===== src/hdl/tcie_pkg.sv =====
// shared types and constants for the tiny cpu instruction executor
// no dependencies; used by every file of the block

package tcie_pkg;

   localparam int PROGRAM_DEPTH_DEF = 128;
   localparam int DATA_DEPTH_DEF    = 16;
   localparam int REG_COUNT_DEF     = 8;
   localparam int WORD_W            = 32;
   localparam int NEXT_PC_W         = 7;
   localparam int SKIP_STRIDE       = 4;

   typedef enum logic [3:0] {
      OP_LOAD   = 4'd1,
      OP_ADD    = 4'd2,
      OP_STORE  = 4'd3,
      OP_SUB    = 4'd4,
      OP_INPUT  = 4'd5,
      OP_OUTPUT = 4'd6,
      OP_HALT   = 4'd7,
      OP_JUMP   = 4'd8,
      OP_SKIPZ  = 4'd9
   } op_type;

   typedef struct packed {
      logic [3:0]         opcode;
      logic [2:0]         dest_reg;
      logic [2:0]         src_reg;
      logic [3:0]         third_operand;
      logic signed [31:0] in_value;
   } req_type;

   typedef struct packed {
      logic [6:0]         next_pc;
      logic signed [31:0] out_value;
      logic               out_valid;
      logic               in_used;
      logic               halted;
   } rsp_type;

endpackage


===== src/hdl/tcie_ram.sv =====
// generic single write, single read ram with registered read data
// read returns the old word when read and write hit the same address
// depends on tcie_pkg for default sizes

module tcie_ram
   import tcie_pkg::*;
#(
   parameter int WIDTH = WORD_W,
   parameter int DEPTH = DATA_DEPTH_DEF,
   localparam int AW   = (DEPTH > 1) ? $clog2(DEPTH) : 1
) (
   input  logic             clock,
   input  logic             wr_en,
   input  logic [AW-1:0]    wr_addr,
   input  logic [WIDTH-1:0] wr_data,
   input  logic             rd_en,
   input  logic [AW-1:0]    rd_addr,
   output logic [WIDTH-1:0] rd_data
);

   logic [WIDTH-1:0] mem_ff [DEPTH];
   logic [WIDTH-1:0] rd_data_ff;

   always_ff @(posedge clock) begin
      if (wr_en) begin
         mem_ff[wr_addr] <= wr_data;
      end
      if (rd_en) begin
         rd_data_ff <= mem_ff[rd_addr];
      end
   end

   assign rd_data = rd_data_ff;

endmodule


===== src/hdl/tiny_cpu_instruction_executor_top.sv =====
// tiny cpu instruction executor: one instruction per transfer, one result per instruction
// the instruction is held in the input register; the result register loads when it fires
// throughput: one instruction per cycle if not stalled; regfile and data memory are read when
//   an instruction enters the input register, with a one-entry bypass for the write just made
// reset: synchronous; clears counter, halt flag, pipeline valids and per-entry valid bits,
//   so register and memory words read as zero until written; no clearing pass

module tiny_cpu_instruction_executor_top
   import tcie_pkg::*;
#(
   parameter int PROGRAM_DEPTH = PROGRAM_DEPTH_DEF,
   parameter int DATA_DEPTH    = DATA_DEPTH_DEF,
   parameter int REG_COUNT     = REG_COUNT_DEF
) (
   input  logic    clock,
   input  logic    reset,
   input  logic    req_valid,
   output logic    req_stall,
   input  req_type req_data,
   output logic    rsp_valid,
   input  logic    rsp_stall,
   output rsp_type rsp_data
);

   localparam int PC_W    = $clog2(PROGRAM_DEPTH);
   localparam int DATA_AW = $clog2(DATA_DEPTH);
   localparam int REG_AW  = $clog2(REG_COUNT);

   logic              in_valid_ff;
   req_type           in_data_ff;
   logic              fire;
   logic              load_in;

   logic [4:0]        third_ext;
   logic [REG_AW-1:0] ra_addr_in;
   logic [REG_AW-1:0] rb_addr_in;
   logic [DATA_AW-1:0] dm_raddr_in;
   logic [REG_AW-1:0] ra_addr_ff;
   logic [REG_AW-1:0] rb_addr_ff;
   logic [DATA_AW-1:0] dm_raddr_ff;
   logic              ra_vld_ff;
   logic              rb_vld_ff;
   logic              dm_vld_ff;

   logic [REG_COUNT-1:0]  rf_vld_ff;
   logic [DATA_DEPTH-1:0] dm_vld_bits_ff;

   logic [WORD_W-1:0] ra_rd;
   logic [WORD_W-1:0] rb_rd;
   logic [WORD_W-1:0] dm_rd;
   logic [WORD_W-1:0] ra_val;
   logic [WORD_W-1:0] rb_val;
   logic [WORD_W-1:0] dm_val;

   logic              rf_byp_vld_ff;
   logic [REG_AW-1:0] rf_byp_addr_ff;
   logic [WORD_W-1:0] rf_byp_data_ff;
   logic              dm_byp_vld_ff;
   logic [DATA_AW-1:0] dm_byp_addr_ff;
   logic [WORD_W-1:0] dm_byp_data_ff;

   logic              rf_we;
   logic [REG_AW-1:0] rf_waddr;
   logic [WORD_W-1:0] rf_wdata;
   logic              dm_we;
   logic [DATA_AW-1:0] dm_waddr;
   logic [WORD_W-1:0] dm_wdata;

   logic [PC_W-1:0]   pc_ff;
   logic [PC_W-1:0]   pc_in;
   logic [PC_W:0]     pc_sum;
   logic              halt_ff;
   logic              halt_in;

   logic              rsp_valid_ff;
   rsp_type           rsp_data_ff;
   rsp_type           rsp_data_in;

   // handshake
   assign fire      = in_valid_ff & (~rsp_valid_ff | ~rsp_stall);
   assign req_stall = in_valid_ff & ~fire;
   assign load_in   = req_valid & ~req_stall;
   assign rsp_valid = rsp_valid_ff;
   assign rsp_data  = rsp_data_ff;

   // read addresses from the incoming instruction
   assign third_ext   = {1'b0, req_data.third_operand};
   assign rb_addr_in  = (third_ext >= 5'(REG_COUNT)) ? REG_AW'(third_ext - 5'(REG_COUNT))
                                                     : REG_AW'(third_ext);
   assign ra_addr_in  = (req_data.opcode == OP_ADD || req_data.opcode == OP_SUB)
                        ? REG_AW'(req_data.src_reg) : REG_AW'(req_data.dest_reg);
   assign dm_raddr_in = DATA_AW'(req_data.third_operand);

   tcie_ram #(.WIDTH(WORD_W), .DEPTH(REG_COUNT)) u_rf_a (
      .clock   (clock),
      .wr_en   (rf_we),
      .wr_addr (rf_waddr),
      .wr_data (rf_wdata),
      .rd_en   (load_in),
      .rd_addr (ra_addr_in),
      .rd_data (ra_rd)
   );

   tcie_ram #(.WIDTH(WORD_W), .DEPTH(REG_COUNT)) u_rf_b (
      .clock   (clock),
      .wr_en   (rf_we),
      .wr_addr (rf_waddr),
      .wr_data (rf_wdata),
      .rd_en   (load_in),
      .rd_addr (rb_addr_in),
      .rd_data (rb_rd)
   );

   tcie_ram #(.WIDTH(WORD_W), .DEPTH(DATA_DEPTH)) u_dm (
      .clock   (clock),
      .wr_en   (dm_we),
      .wr_addr (dm_waddr),
      .wr_data (dm_wdata),
      .rd_en   (load_in),
      .rd_addr (dm_raddr_in),
      .rd_data (dm_rd)
   );

   // operands: bypass of the write made on the load edge, else ram word, else zero
   assign ra_val = (rf_byp_vld_ff && rf_byp_addr_ff == ra_addr_ff) ? rf_byp_data_ff :
                   (ra_vld_ff ? ra_rd : '0);
   assign rb_val = (rf_byp_vld_ff && rf_byp_addr_ff == rb_addr_ff) ? rf_byp_data_ff :
                   (rb_vld_ff ? rb_rd : '0);
   assign dm_val = (dm_byp_vld_ff && dm_byp_addr_ff == dm_raddr_ff) ? dm_byp_data_ff :
                   (dm_vld_ff ? dm_rd : '0);

   // execute
   always_comb begin
      rf_we       = 1'b0;
      rf_waddr    = REG_AW'(in_data_ff.dest_reg);
      rf_wdata    = ra_val;
      dm_we       = 1'b0;
      dm_waddr    = DATA_AW'(in_data_ff.third_operand);
      dm_wdata    = ra_val;
      pc_sum      = {1'b0, pc_ff};
      halt_in     = halt_ff;
      rsp_data_in = '0;
      if (!halt_ff) begin
         case (in_data_ff.opcode)
            OP_LOAD: begin
               rf_we    = fire;
               rf_wdata = dm_val;
               pc_sum   = {1'b0, pc_ff} + (PC_W+1)'(1);
            end
            OP_ADD: begin
               rf_we    = fire;
               rf_wdata = ra_val + rb_val;
               pc_sum   = {1'b0, pc_ff} + (PC_W+1)'(1);
            end
            OP_STORE: begin
               dm_we  = fire;
               pc_sum = {1'b0, pc_ff} + (PC_W+1)'(1);
            end
            OP_SUB: begin
               rf_we    = fire;
               rf_wdata = ra_val - rb_val;
               pc_sum   = {1'b0, pc_ff} + (PC_W+1)'(1);
            end
            OP_INPUT: begin
               rf_we               = fire;
               rf_wdata            = in_data_ff.in_value;
               rsp_data_in.in_used = 1'b1;
               pc_sum              = {1'b0, pc_ff} + (PC_W+1)'(1);
            end
            OP_OUTPUT: begin
               rsp_data_in.out_value = ra_val;
               rsp_data_in.out_valid = 1'b1;
               pc_sum                = {1'b0, pc_ff} + (PC_W+1)'(1);
            end
            OP_HALT: begin
               halt_in = 1'b1;
               pc_sum  = {1'b0, pc_ff} + (PC_W+1)'(1);
            end
            OP_JUMP: begin
               pc_sum = (PC_W+1)'(in_data_ff.third_operand);
            end
            OP_SKIPZ: begin
               pc_sum = {1'b0, pc_ff} + ((ra_val == '0) ? (PC_W+1)'(SKIP_STRIDE)
                                                        : (PC_W+1)'(1));
            end
            default: begin
            end
         endcase
      end
      pc_in = (pc_sum >= (PC_W+1)'(PROGRAM_DEPTH)) ? PC_W'(pc_sum - (PC_W+1)'(PROGRAM_DEPTH))
                                                   : PC_W'(pc_sum);
      rsp_data_in.next_pc = NEXT_PC_W'(pc_in);
      rsp_data_in.halted  = halt_in;
   end

   // control state
   always_ff @(posedge clock) begin
      if (reset) begin
         in_valid_ff    <= 1'b0;
         rsp_valid_ff   <= 1'b0;
         pc_ff          <= '0;
         halt_ff        <= 1'b0;
         rf_vld_ff      <= '0;
         dm_vld_bits_ff <= '0;
         rf_byp_vld_ff  <= 1'b0;
         dm_byp_vld_ff  <= 1'b0;
      end else begin
         if (load_in) begin
            in_valid_ff <= 1'b1;
         end else if (fire) begin
            in_valid_ff <= 1'b0;
         end
         if (fire) begin
            rsp_valid_ff <= 1'b1;
            pc_ff        <= pc_in;
            halt_ff      <= halt_in;
         end else if (!rsp_stall) begin
            rsp_valid_ff <= 1'b0;
         end
         if (rf_we) begin
            rf_vld_ff[rf_waddr] <= 1'b1;
         end
         if (dm_we) begin
            dm_vld_bits_ff[dm_waddr] <= 1'b1;
         end
         if (load_in) begin
            rf_byp_vld_ff <= rf_we;
            dm_byp_vld_ff <= dm_we;
         end
      end
   end

   // payload registers
   always_ff @(posedge clock) begin
      if (load_in) begin
         in_data_ff     <= req_data;
         ra_addr_ff     <= ra_addr_in;
         rb_addr_ff     <= rb_addr_in;
         dm_raddr_ff    <= dm_raddr_in;
         ra_vld_ff      <= rf_vld_ff[ra_addr_in];
         rb_vld_ff      <= rf_vld_ff[rb_addr_in];
         dm_vld_ff      <= dm_vld_bits_ff[dm_raddr_in];
         rf_byp_addr_ff <= rf_waddr;
         rf_byp_data_ff <= rf_wdata;
         dm_byp_addr_ff <= dm_waddr;
         dm_byp_data_ff <= dm_wdata;
      end
      if (fire) begin
         rsp_data_ff <= rsp_data_in;
      end
   end

endmodule


===== config.mk =====
export PLATFORM = sky130hd
export DESIGN_NAME = tiny_cpu_instruction_executor_top
export DESIGN_NICKNAME = d
export VERILOG_FILES = /design/src/hdl/tcie_pkg.sv /design/src/hdl/tcie_ram.sv /design/src/hdl/tiny_cpu_instruction_executor_top.sv
export SDC_FILE = /design/constraint.sdc
export NUM_CORES = 1
export LEC_CHECK = 0
export BUFFER_PORTS_ARGS = -buffer_cell sky130_fd_sc_hd__buf_2
export CAP_MARGIN = 0
export CELL_PAD_IN_SITES_DETAIL_PLACEMENT = 0
export CELL_PAD_IN_SITES_GLOBAL_PLACEMENT = 1
export CORE_MARGIN = 5
export CORE_UTILIZATION = 55
export DETAILED_ROUTE_END_ITERATION = 8
export GPL_TIMING_DRIVEN = 0
export PLACE_DENSITY_LB_ADDON = 0.1
export SYNTH_ARGS = -nofsm -noshare
export SYNTH_HDL_FRONTEND = slang
export SYNTH_SLANG_ARGS = --single-unit

===== constraint.sdc =====
create_clock -name clock -period 11.1 [get_ports clock]
set_input_delay 1.11 -clock clock [delete_from_list [all_inputs] [get_ports clock]]
set_output_delay 1.11 -clock clock [all_outputs]
set_load 0.01 [all_outputs]

Word-level counts from Yosys, hierarchy flattened
Memory sizes are Yosys's and may differ from the RTL's. A register that Yosys moved wholly into a read port is not among the register bits.
Index checks and enable logic that the tools add are counted.
{ "totals": {"ff_bits": 201, "mem_bits_rw": 1024, "word_cells": 121, "mem_count": 3} }
{ "op_classes": {"n_addsub": 6, "magnitude_cmp": 9, "n_eq_ne": 15, "n_mux": 40, "n_bitwise": 11, "reduce_logical": 11} }
{ "mem_list": {"columns": ["memory", "depth", "word_bits", "rd", "rd_ports_with_merged_regs", "wr", "line_no", "source"], "rows": [
  ["u_dm.mem_ff", 16, 32, 1, 1, 1, "tcie_ram.sv:21", "logic [WIDTH-1:0] mem_ff [DEPTH];"],
  ["u_rf_a.mem_ff", 8, 32, 1, 1, 1, "tcie_ram.sv:21", null],
  ["u_rf_b.mem_ff", 8, 32, 1, 1, 1, "tcie_ram.sv:21", null]
]} }
{ "ops": {"columns": ["op", "count"], "rows": [
  ["32-bit two-way mux", 7],
  ["32-bit case mux with 4 select lines", 1],
  ["32-bit adder", 1],
  ["32-bit logical NOT", 1],
  ["32-bit subtractor", 1],
  ["8-bit case mux with 3 select lines", 1],
  ["1-bit two-way mux", 21],
  ["4-bit by 3-bit == test with 1-bit output, second input constant", 5],
  ["16-bit OR", 1],
  ["4-bit by 2-bit == test with 1-bit output, second input constant", 3],
  ["3-bit by 4-bit less-than comparator with 1-bit output, second input constant", 3],
  ["4-bit by 5-bit less-than comparator with 1-bit output, second input constant", 2],
  ["3-bit two-way mux", 3],
  ["7-bit by 1-bit adder with 8-bit output, second input constant", 1],
  ["7-bit by 3-bit adder with 8-bit output", 1],
  ["4-bit == test, second input constant", 2],
  ["8-bit greater-or-equal comparator, second input constant", 1],
  ["8-bit two-way mux", 1],
  ["8-bit OR", 1],
  ["7-bit two-way mux", 1],
  ["7-bit OR reduction", 1],
  ["7-bit by 1-bit subtractor with 7-bit output, second input constant", 1],
  ["1-bit binary-select mux with 3-bit select", 2],
  ["3-bit == test", 2],
  ["other kinds (18)", 28]
]} }

Longest topological paths before layout
{ "depth": {"depth_word": 10, "depth_mapped": 23, "mapped_depth_nobuf": 19} }

Modules after synthesis
A second synthesis with hierarchy kept.
{ "hier_totals": {"hier_cells": 2910, "area_unflattened_um2": 53463.8} }
{ "by_module_without_submodules": {"columns": ["module", "instances", "cells_each", "area_each_um2", "seq_area_each_um2"], "rows": [
  ["tcie_ram (u_rf_a ...)", 2, 415, 10786.6, 8648.3],
  ["tcie_ram (u_dm)", 1, 838, 20155.6, 16335.7],
  ["tiny_cpu_instruction_executor_top", 1, 1242, 11735.0, 5585.4]
]} }

Worst setup path after synthesis
No wires, ideal clock.
{ "synth_timing": {"path_type": "input-to-reg", "startpoint": "in rsp_stall", "endpoint": "reg dm_byp_addr_ff[0], enable pin", "setup_ns": 0.568, "t_arrival_ns": 5.496, "t_required_ns": 10.532, "slack_ns": 5.037, "cell_stages": 3, "n_path_buf": 0, "cell_sequence": "nand3_1 -> nand2_1 -> inv_1"} }
{ "synth_via": {"elab_chain_len": 7} }
{ "synth_lines": {"columns": ["element", "line_no", "source"], "rows": [
  ["from (decl)", "tiny_cpu_instruction_executor_top.sv:21", "input logic rsp_stall,"],
  ["1-bit inverter", "tiny_cpu_instruction_executor_top.sv:80", "assign fire = in_valid_ff & (~rsp_valid_ff | ~rsp_stall);"],
  ["1-bit OR", "tiny_cpu_instruction_executor_top.sv:80", null],
  ["1-bit bitwise AND", "tiny_cpu_instruction_executor_top.sv:80", null],
  ["1-bit inverter", "tiny_cpu_instruction_executor_top.sv:81", "assign req_stall = in_valid_ff & ~fire;"],
  ["1-bit bitwise AND", "tiny_cpu_instruction_executor_top.sv:81", null],
  ["1-bit inverter", "tiny_cpu_instruction_executor_top.sv:82", "assign load_in = req_valid & ~req_stall;"],
  ["1-bit bitwise AND", "tiny_cpu_instruction_executor_top.sv:82", null],
  ["net load_in", "tiny_cpu_instruction_executor_top.sv:32", "logic load_in;"],
  ["to (signal assigned)", "tiny_cpu_instruction_executor_top.sv:245", "dm_byp_addr_ff <= dm_waddr;"],
  ["to (decl)", "tiny_cpu_instruction_executor_top.sv:59", "logic [DATA_AW-1:0] dm_byp_addr_ff;"]
]} }
The timed path passes the listed nets, and every way through them passes these cells.
A chain may end at the register's enable or synchronous reset.

Final worst setup path
{ "layout_timing": {"startpoint": "reg rb_addr_ff[0]", "endpoint": "mem u_rf_a.mem_ff[0][28] (netlist bit), data pin"} }
{ "layout_via": {"elab_chain_len": 6, "word_cells_on_any_way": 7} }
{ "layout_lines": {"columns": ["element", "line_no", "source"], "rows": [
  ["from (decl)", "tiny_cpu_instruction_executor_top.sv:39", "logic [REG_AW-1:0] rb_addr_ff;"],
  ["from (signal assigned)", "tiny_cpu_instruction_executor_top.sv:238", "rb_addr_ff <= rb_addr_in;"],
  ["3-bit == test *", "tiny_cpu_instruction_executor_top.sv:127", "assign rb_val = (rf_byp_vld_ff && rf_byp_addr_ff == rb_addr_ff) ? rf_byp_data_ff :"],
  ["1-bit logical AND *", "tiny_cpu_instruction_executor_top.sv:127", null],
  ["32-bit two-way mux *", "tiny_cpu_instruction_executor_top.sv:127", null],
  ["32-bit subtractor or 32-bit adder (tied branches)", "tiny_cpu_instruction_executor_top.sv:161, tiny_cpu_instruction_executor_top.sv:152", null],
  ["32-bit case mux with 4 select lines *", "tiny_cpu_instruction_executor_top.sv:144", "case (in_data_ff.opcode)"],
  ["32-bit two-way mux *", "tiny_cpu_instruction_executor_top.sv:143", "if (!halt_ff) begin"],
  ["net rf_wdata[28]", "tiny_cpu_instruction_executor_top.sv:64", "logic [WORD_W-1:0] rf_wdata;"],
  ["to (decl)", "tcie_ram.sv:21", null]
]} }
The timed path passes the listed nets; every way through them passes the cells marked *.

==> run_summary.xml <==
<?xml version="1.0" encoding="UTF-8"?>
<metrics>
  <group name="setup_path">
    <metric name="required" unit="ps">11380</metric>
    <metric name="crit_type" unit="">register to register</metric>
    <metric name="critPathSlowestCell" unit="">o21ai_0</metric>
    <metric name="timing.critical_path.cells" unit="">buf_2, xnor2_1, nand4_1, buf_2, buf_2, clkbuf_1, clkbuf_1, and3_1, a21oi_1, xnor2_1, fa_1, a211oi_1, o21ai_0, nand3_1, a211oi_1, o31ai_1, o21ai_0, xnor2_1, o21ai_0</metric>
    <metric name="timing.critical_path.from_type" unit="">register</metric>
    <metric name="critical_path_peak_fanout" unit="">10</metric>
    <metric name="critical_path.top_delay_family" unit="">compound AO/OA/AOI/OAI gates</metric>
    <metric name="worst-r2r-setup-slack" unit="ps">3510</metric>
    <metric name="end_kind" unit="">register</metric>
    <metric name="arrival" unit="ps">7860</metric>
    <metric name="timing.critical_path.slowest_cell_delay" unit="ps">1030</metric>
    <metric name="worst-path-buf-inv" unit="">5</metric>
  </group>
  <group name="floorplanning">
    <metric name="die_height" unit="um">298</metric>
    <metric name="core_area" unit="sq mm">0.0822</metric>
    <metric name="die_w" unit="um">298</metric>
    <metric name="die_area" unit="sq mm">0.0891</metric>
    <metric name="boundaryPins" unit="">94</metric>
    <metric name="rows" unit="">105</metric>
    <metric name="initial_utilization" unit="%">55.7</metric>
  </group>
  <group name="clocking">
    <metric name="cts_setup_buffers" unit="">0</metric>
    <metric name="numClockSinks" unit="">1062</metric>
    <metric name="htree_num_levels" unit="">3</metric>
    <metric name="clkSlewWorstSetupHoldPaths" unit="ps">60</metric>
    <metric name="clk_root_buffer_cell" unit="">clkbuf_16</metric>
    <metric name="cts_resized" unit="">0</metric>
    <metric name="cts.hold.buffers_added" unit="">0</metric>
    <metric name="maximum_count_of_clock_buffers_along_a_single_path" unit="">3</metric>
    <metric name="insertion_delay_of_the_later_clocked_pin_in_the_worst_skew_pair" unit="ps">710</metric>
    <metric name="clock_buffers_created_by_tritoncts" unit="">105</metric>
    <metric name="cts_tree" unit="">built</metric>
  </group>
  <group name="sta">
    <metric name="setup_ws" unit="ps">3510</metric>
    <metric name="drv_slew" unit="">0</metric>
    <metric name="upper_clock_frequency_limit" unit="MHz">132</metric>
    <metric name="finalSetupViolCount" unit="">0</metric>
    <metric name="final.setup.tns" unit="ps">0</metric>
    <metric name="slew_headroom" unit="%">4.08</metric>
    <metric name="fin_crit_sh" unit="%">68.3</metric>
    <metric name="tightestPinTransition" unit="ps">1440</metric>
    <metric name="setup_repair_after_global_routing_missed_its_margin" unit="">false</metric>
    <metric name="finalWorstPathRequiredPeriod" unit="ps">7590</metric>
    <metric name="fin_worst_skew" unit="ps">73.1</metric>
    <metric name="finalHoldViolations" unit="">0</metric>
  </group>
  <group name="layout">
    <metric name="filler_cell_count" unit="">5977</metric>
    <metric name="final-instance-count-excl-fill" unit="">4415</metric>
    <metric name="num-nets-final" unit="">3337</metric>
    <metric name="post_route_cells_drive_above_1_share" unit="%">18.2</metric>
    <metric name="synthToLayoutAreaGrowth" unit="%">13.5</metric>
  </group>
  <group name="placed_design">
    <metric name="gp_congestion" unit="">0.948</metric>
    <metric name="dpl_worst_slack" unit="ps">3960</metric>
    <metric name="detailed_place_hpwl" unit="um">97000</metric>
    <metric name="port_buffers" unit="">92</metric>
    <metric name="dp_cells" unit="">4215</metric>
  </group>
  <group name="flow_run">
    <metric name="drv_cap" unit="">0</metric>
  </group>
  <group name="worst_hold_path">
    <metric name="hold_path.class" unit="">register to register</metric>
  </group>
  <group name="global_routing">
    <metric name="first_global_vias" unit="">28400</metric>
    <metric name="grt_usage" unit="%">30.4</metric>
    <metric name="grt_remaining_overflow" unit="">0</metric>
    <metric name="antenna_violations_before_repair" unit="">4</metric>
    <metric name="grt_start_max_net_pins" unit="">114</metric>
    <metric name="wire_length_of_the_first_global_routing_pass" unit="um">196000</metric>
  </group>
  <group name="power_and_ir_drop">
    <metric name="power.ir.vdd_worst" unit="mV">0.164</metric>
    <metric name="power_leakage" unit="nW">17.7</metric>
    <metric name="cellPowerDensity" unit="mW/mm^2">173</metric>
    <metric name="report.power.total" unit="mW">8.98</metric>
  </group>
  <group name="yosys">
    <metric name="synth-edff-count" unit="">1026</metric>
    <metric name="netlist_top_cells_area" unit="">edfxtp_1 67%, mux4_2 11%, nand2_1 3.4%</metric>
    <metric name="syn-instance-count" unit="">3009</metric>
    <metric name="synthDominantCellAreaShare" unit="%">67.3</metric>
    <metric name="mappedNetlistNets" unit="">3093</metric>
    <metric name="synth.yosys.warnings" unit="">0</metric>
    <metric name="synth_cell_types" unit="">71</metric>
    <metric name="ys_ff_latch" unit="">1062</metric>
    <metric name="synth_async_sr_flop_share" unit="%">0</metric>
    <metric name="ys_seq_area_share" unit="%">68.9</metric>
    <metric name="synth.largest_area_cell" unit="">edfxtp_1</metric>
    <metric name="synth_cell_area" unit="sq mm">0.0458</metric>
    <metric name="synthFlopType" unit="">edfxtp_1</metric>
    <metric name="post_synth.cell_area_avg" unit="sq um">15.2</metric>
  </group>
  <group name="routing">
    <metric name="route.antenna.remaining_nets" unit="">0</metric>
    <metric name="drt-total-wl" unit="um">138000</metric>
    <metric name="num_vias" unit="">29100</metric>
    <metric name="drc" unit="">0</metric>
    <metric name="drt_first_iter_violations" unit="">3910</metric>
    <metric name="detail_route.wl_per_cell" unit="um">31.2</metric>
    <metric name="dr.pass1.iters" unit="">5</metric>
    <metric name="viasPerCell" unit="">6.59</metric>
  </group>
  <group name="outcome">
    <metric name="outcome" unit="">finished clean</metric>
  </group>
</metrics>
cells in the mapped netlist, types with 18 or more instances:
library cell / instances
and3_1: 63
buf_1: 26
edfxtp_1: 1026
nand2_1: 417
clkbuf_1: 141
xor2_1: 31
nand3_1: 215
mux2_2: 36
o21ai_0: 92
a21o_1: 18
a21oi_1: 167
nor3_1: 28
xnor2_1: 35
dfxtp_1: 36
inv_1: 45
mux4_2: 231
ha_1: 33
nor2_1: 156
layout by cell type (no fill, tap or decap), types with 7 or more instances in the layout:
cell	Yosys	routed
o21a_1	13	13
a211oi_1	9	9
clkbuf_1	141	159
clkinv_2	0	21
a21oi_1	167	167
nor4_1	7	7
a221oi_1	10	10
nor3_2	0	7
a21o_1	18	18
a2111oi_0	14	14
or3_1	7	7
ha_1	33	33
o21ai_0	92	92
nand3_1	215	215
xnor2_1	35	35
nor2_4	0	18
nor3_1	28	21
nor2_1	156	138
mux4_2	231	231
bufinv_16	0	10
nand2b_1	12	12
inv_1	45	44
mux2i_1	15	15
xor2_1	31	31
and3_1	63	63
clkinv_1	1	23
buf_12	0	13
a31oi_1	13	13
buf_6	1	23
edfxtp_1	1026	1026
dfxtp_1	36	36
nand2_1	417	417
nand4_1	8	8
buf_1	26	26
buf_2	8	100
clkbuf_16	0	105
mux2_2	36	36
area by class of cell:
class | count | area, sq um | area share [%]
flip-flops and latches | 1062 | 31500 | 60.7
inverters | 47 | 185 | 0.356
multi-input cells | 1724 | 13600 | 26.1
repair buffers | 137 | 1180 | 2.27
clock inverters | 72 | 753 | 1.45
plain buffers | 176 | 678 | 1.31
well taps | 1070 | 1340 | 2.58
clock buffers | 126 | 2740 | 5.27
diodes | 1 | 2.50 | 0.00482
stage by stage:
| stage | util (%) | instance area [sq um] | hold slack [ps] |
|---|---|---|---|
| finish | 63.2 | 52000 | 444 |
| global route | 63.2 | 52000 | 465 |
| CTS | 63.2 | 51900 | 443 |
| detailed placement | 58.9 | 48400 | 429 |
| global placement | 57.8 | 47600 | 424 |
| floorplan | - | 45800 | 421 |
kinds of logic (layout without fill, tap and decap cells):
logic type	after synthesis	count (layout)	share of synthesized area (%)
muxes	283	283	12.6
xor gates and xnor gates	66	66	1.26
other	0	1	0
and+or+nand+nor	955	955	9.40
buffers and inverters	223	558	1.87
AOI/OAI and AO/OA	386	386	5.02
adders and majority gates	34	34	0.946
DFF	1062	1062	68.9
layer usage:
metal	track usage (%)	part of all wire (%)	wire length [um]
met1	47.1	42	58100
met2	44.2	44	59900
met3	8.17	12	16900
met4	6.64	2.0	2720
met5	0	0	0
power by group:
part / leakage, nW / switching [mW] / internal (mW)
Sequential: 9.81 / 0.0638 / 4.54
Clock: 1.69 / 1.56 / 2.01
Combinational: 6.17 / 0.552 / 0.254
state kept, by name, indices dropped and copies added, names as in the netlist, 2 cells and up:
name,flops
rf_vld_ff,8
in_data_ff,36
u_dm.mem_ff,512
dm_byp_addr_ff,4
rf_byp_addr_ff,3
rf_waddr,3
u_dm.rd_data,32
ra_addr_ff,3
u_rf_b.rd_data,32
u_rf_a.rd_data,32
dm_raddr_ff,2
rsp_data,42
dm_vld_bits_ff,16
rf_byp_data_ff,32
dm_byp_data_ff,32
pc_ff,7
rb_addr_ff,2
u_rf_b.mem_ff,64
u_rf_a.mem_ff,192
final timing paths:
path	start	end	depth (start not counted)
worst min-delay path	rb_addr_ff[0]	dm_byp_addr_ff[0]	0
worst min register to register	rb_addr_ff[0]	dm_byp_addr_ff[0]	0
worst max register to register	rb_addr_ff[0]	u_rf_a.mem_ff[0][28]	19
worst max-delay path	rb_addr_ff[0]	u_rf_a.mem_ff[0][28]	19
Power figures use the tool's default switching activity.
